[src/rtl/csd_pkg.sv]
// ============================================================================
// csd_pkg
// Shared types and constants for the connection snapshot diff block.
// ============================================================================
`default_nettype none
package csd_pkg;

  localparam int TABLE_DEPTH = 64;
  localparam int IDX_W       = $clog2(TABLE_DEPTH);
  localparam int CNT_W       = IDX_W + 1;
  localparam int MAX_RESULTS = 64;
  localparam int QUEUE_DEPTH = 2;
  localparam int QPTR_W      = 1;

  localparam logic [1:0] CMD_ROW   = 2'd0;
  localparam logic [1:0] CMD_END   = 2'd1;
  localparam logic [1:0] CMD_CLEAR = 2'd2;

  localparam logic [1:0] KIND_CREATED = 2'd0;
  localparam logic [1:0] KIND_CLOSED  = 2'd1;
  localparam logic [1:0] KIND_DONE    = 2'd2;
  localparam logic [1:0] KIND_FULL    = 2'd3;

  // First member sits in the highest bits, so the last one listed lands at bit 0.
  typedef struct packed {
    logic [15:0] remote_port;
    logic [31:0] remote_address;
    logic [15:0] local_port;
    logic [31:0] local_address;
    logic [31:0] process_id;
    logic [7:0]  protocol;
  } ident_t;

  localparam int IDENT_W = $bits(ident_t);

  typedef struct packed {
    logic [1:0] command;
    ident_t     ident;
  } qent_t;

  typedef struct packed {
    logic       found;
    logic [IDX_W-1:0] idx;
  } pick_t;

  function automatic pick_t first_set(input logic [TABLE_DEPTH-1:0] vec);
    pick_t res;
    res.found = 1'b0;
    res.idx   = '0;
    for (int i = TABLE_DEPTH - 1; i >= 0; i--) begin
      if (vec[i]) begin
        res.found = 1'b1;
        res.idx   = IDX_W'(i);
      end
    end
    return res;
  endfunction

endpackage
`default_nettype wire

[src/rtl/csd_fifo.sv]
// ============================================================================
// csd_fifo
// Short queue of classified commands between the front and the back end.
// ============================================================================
`default_nettype none
module csd_fifo
  import csd_pkg::*;
(
  input  wire logic  clk,
  input  wire logic  rst_n,
  input  wire logic  push,
  input  qent_t      wdata,
  output logic       full,
  input  wire logic  pop,
  output logic       rvalid,
  output qent_t      rdata
);

  qent_t             mem_r [QUEUE_DEPTH];
  logic [QPTR_W-1:0] wptr_r;
  logic [QPTR_W-1:0] rptr_r;
  logic [QPTR_W:0]   cnt_r;
  logic              do_pop;

  assign full   = (cnt_r == (QPTR_W+1)'(QUEUE_DEPTH));
  assign rvalid = (cnt_r != '0);
  assign rdata  = mem_r[rptr_r];
  assign do_pop = pop && rvalid;

  always_ff @(posedge clk) begin
    if (push) begin
      mem_r[wptr_r] <= wdata;
    end
  end

  always_ff @(posedge clk) begin
    if (!rst_n) begin
      wptr_r <= '0;
      rptr_r <= '0;
      cnt_r  <= '0;
    end else begin
      if (push) begin
        wptr_r <= wptr_r + 1'b1;
      end
      if (do_pop) begin
        rptr_r <= rptr_r + 1'b1;
      end
      if (push && !do_pop) begin
        cnt_r <= cnt_r + 1'b1;
      end else if (!push && do_pop) begin
        cnt_r <= cnt_r - 1'b1;
      end
    end
  end

endmodule
`default_nettype wire

[config.mk]
export PLATFORM = sky130hd
export DESIGN_NAME = csd_fifo
export DESIGN_NICKNAME = d
export VERILOG_FILES = /design/src/rtl/csd_pkg.sv /design/src/rtl/csd_fifo.sv
export SDC_FILE = /design/constraint.sdc
export NUM_CORES = 1
export LEC_CHECK = 0
export ABC_CLOCK_PERIOD_IN_PS = 11200
export BUFFER_PORTS_ARGS = -buffer_cell sky130_fd_sc_hd__buf_2
export CAP_MARGIN = 30
export CORE_MARGIN = 5
export CORE_UTILIZATION = 25
export DETAILED_ROUTE_END_ITERATION = 6
export GPL_TIMING_DRIVEN = 1
export MAX_ROUTING_LAYER = met4
export PLACE_DENSITY = 0.55
export REMOVE_ABC_BUFFERS = 1
export SYNTH_ARGS = -nofsm -noshare
export SYNTH_HDL_FRONTEND = slang
export SYNTH_SLANG_ARGS = --single-unit
[constraint.sdc]
create_clock -name clk -period 11.2 [get_ports clk]
set_clock_uncertainty 0.2 [all_clocks]
set_input_delay 2.24 -clock clk [delete_from_list [all_inputs] [get_ports clk]]
set_output_delay 2.24 -clock clk [all_outputs]
set_load 0.005 [all_outputs]
==> impl_metrics.env <==
export IMPL_synthDistinctLibCells=17
export IMPL_ir_drop_v=0.000118
export IMPL_cts_buffers=30
export IMPL_cellPowerDensity_nw_per_um2=211
export IMPL_nets=899
export IMPL_ys_seq_elements=281
export IMPL_intPower_mw=2.14
export IMPL_pwr_share_clk=0.369
export IMPL_worst_pin_slew_ns=0.838
export IMPL_vias=5246
export IMPL_critPathRequiredTime_ns=8.76
export IMPL_grt_pass1_wl_um=32300
export IMPL_holdWs_ns=0.331
export IMPL_fin_ws_ns=5.49
export IMPL_yosys_top_cells_area="edfxtp_1, mux2_2, buf_6, dfxtp_1, and2_1"
export IMPL_grt_max_degree=60
export IMPL_ys_async_sr_fraction=0
export IMPL_grt_overflow=0
export IMPL_power_frac_comb=0.181
export IMPL_wl_per_cell_um=16.8
export IMPL_hold_path_depth=2
export IMPL_final_core_util=0.326
export IMPL_cts_clk_slew_worst_paths_ns=0.07
export IMPL_drive_above_1_share=0.610
export IMPL_place_ws_ns=5.99
export IMPL_die_w_um=212
export IMPL_dr_pass1_iters=4
export IMPL_antenna_found_initial=4
export IMPL_switching_power_uw=663
export IMPL_worstSetupEndpointType="output port"
export IMPL_drt_iter0_drc=274
export IMPL_synthTopCellsByCount="edfxtp_1, mux2_2, buf_6, dfxtp_1, and2_1"
export IMPL_synth_simple_area_share=0.00551
export IMPL_path_max_fanout=54
export IMPL_worst_r2r_cell_count=3
export IMPL_yosys_most_used_dff="edfxtp_1"
export IMPL_yosysWarnings=0
export IMPL_grt_pass1_vias=5684
export IMPL_period_needed_ns=5.71
export IMPL_post_route_period_util=0.510
export IMPL_synth_edf_count=276
export IMPL_post_cts_resized=0
export IMPL_synthMuxAreaShare=0.152
export IMPL_wirelength_um=22100
export IMPL_dieArea_um2=45000
export IMPL_viasPerCell=3.99
export IMPL_ys_seq_area_frac=0.821
export IMPL_swShare=0.236
export IMPL_hpwl_um=14900
export IMPL_postCtsSetupRepairBufs=0
export IMPL_syn_area_per_cell_um2=22.7
export IMPL_routabilityCongestion=0.730
export IMPL_status="finished, final reports clean"
export IMPL_initial_utilization=0.251
export IMPL_p_leak_nw=4.85
export IMPL_grt_use_total=0.0955
export IMPL_drv_slew=0
export IMPL_fp_dieH_um=212
export IMPL_yosysTopAreaCell="edfxtp_1"
export IMPL_path_class="flop to output port"
export IMPL_root_buffer="clkbuf_16"
export IMPL_relSlewSlack=0.441
export IMPL_syn_to_final_growth_pct=29.9
export IMPL_hp_class="flop to flop"
export IMPL_crit_arrival_ns=3.27
export IMPL_portBuffers=281
export IMPL_numClockSinks=281
export IMPL_fillCellCount=4001
export IMPL_synth_adder_area_share=0.00122
export IMPL_drc_errors=0
export IMPL_core_area_um2=40600
export IMPL_postSynthCellCount=451
export IMPL_io_pins=282
export IMPL_cts_tree="built"
export IMPL_p_seq_frac=0.449
export IMPL_setup_viol=0
export IMPL_postCtsHoldBufs=0
export IMPL_drtAntennaViolNets=0
export IMPL_worstSetupStartpointType="flop"
export IMPL_rsz0062_at_grt="no"
export IMPL_clock_fmax_ghz=0.175
export IMPL_hold_viol_final=0
export IMPL_synth_most_common_cell="edfxtp_1"
export IMPL_synthXorXnorAreaFrac=0.00257
export IMPL_maxCapViolCount=0
export IMPL_clockBufferDepth=3
export IMPL_synth_top_family_by_area="multiplexers"
export IMPL_clock_latency_ns=0.56
export IMPL_synth_compound_area_frac=0.00245
export IMPL_tns_ns=0
export IMPL_htree_levels=1
export IMPL_row_count=74
export IMPL_synthDominantCellAreaShare=0.811
export IMPL_synth_area_um2=10200
-- power by group through the flow --
stage / Clock (mW) / Combinational, mW / Sequential, mW
2_1_floorplan: 0 / 0.285 / 1.32
3_3_place_gp: 0 / 0.518 / 1.28
3_5_place_dp: 0 / 0.521 / 1.29
4_1_cts: 1.08 / 0.526 / 1.26
5_1_grt: 1.12 / 0.557 / 1.27
6_report: 1.04 / 0.509 / 1.26
-- layout make-up --
| cell class | instances | area [um2] | area share |
|---|---|---|---|
| Antenna cell | 4 | 10.0 | 0.000754 |
| Clock buffer | 35 | 791 | 0.0596 |
| Clock inverter | 20 | 249 | 0.0188 |
| Multi-Input combinational cell | 155 | 1680 | 0.127 |
| Sequential cell | 281 | 8390 | 0.632 |
| Tap cell | 532 | 666 | 0.0502 |
| Timing Repair Buffer | 288 | 1480 | 0.111 |
-- sequential cells by signal (all words and copies together) (netlist names), named ones only --
register	flops
mem_r	276
cnt_r	2
rptr_r	1
wptr_r	1
-- routing by layer --
layer | track usage | wire [um] | vias to the layer above
li1 | - | - | 2418
met1 | 0.110 | 8700 | 2603
met2 | 0.158 | 11000 | 177
met3 | 0.0311 | 1680 | 48
met4 | 0.0329 | 734 | 0
met5 | - | 0 | -
-- cell usage in the layout, fill, tap and decap left out, types with 2 or more instances in the layout --
master | Yosys | layout
diode_2 | 0 | 4
mux2_2 | 138 | 138
bufinv_16 | 0 | 6
clkbuf_16 | 0 | 31
clkbuf_1 | 0 | 4
buf_2 | 1 | 281
dfxtp_1 | 5 | 4
buf_4 | 2 | 6
xnor2_1 | 2 | 2
clkinv_1 | 0 | 6
nor2b_1 | 3 | 2
edfxtp_1 | 276 | 276
and2_1 | 4 | 3
clkinv_2 | 0 | 6
-- critical path, cell delays in order (launching register included) --
cell and delay, ns:
dfxtp_4 0.68, buf_4 0.65, buf_4 0.68, mux2_2 0.42
buf_2 0.13
-- cell families after synthesis --
| family | count (synthesis) |
|---|---|
| compound gates | 4 |
| buf+inv | 15 |
| mux | 138 |
| flops | 281 |
| simple gates | 9 |
| xor+xnor | 3 |
| fa+ha+maj | 1 |
-- path summary, 6_finish.rpt --
check        slack (ns)      endpoint  startpoint
max                5.49     rdata[83]        flop
min                0.33      cnt_r[1]    cnt_r[1]
min reg2reg        0.33      cnt_r[1]    cnt_r[1]
max reg2reg        8.18  mem_r[1][99]      wptr_r
-- per-stage QoR --
step | total power [mW] | instances | instance area, um2
6_report | 2.81 | 1315 | 13300
5_1_grt | 2.94 | 1315 | 13300
4_1_cts | 2.86 | 1311 | 13300
3_5_place_dp | 1.81 | 1256 | 12200
3_3_place_gp | 1.80 | 1255 | 12200
2_1_floorplan | 1.60 | 436 | 10100
Power figures use the tool's default switching activity.
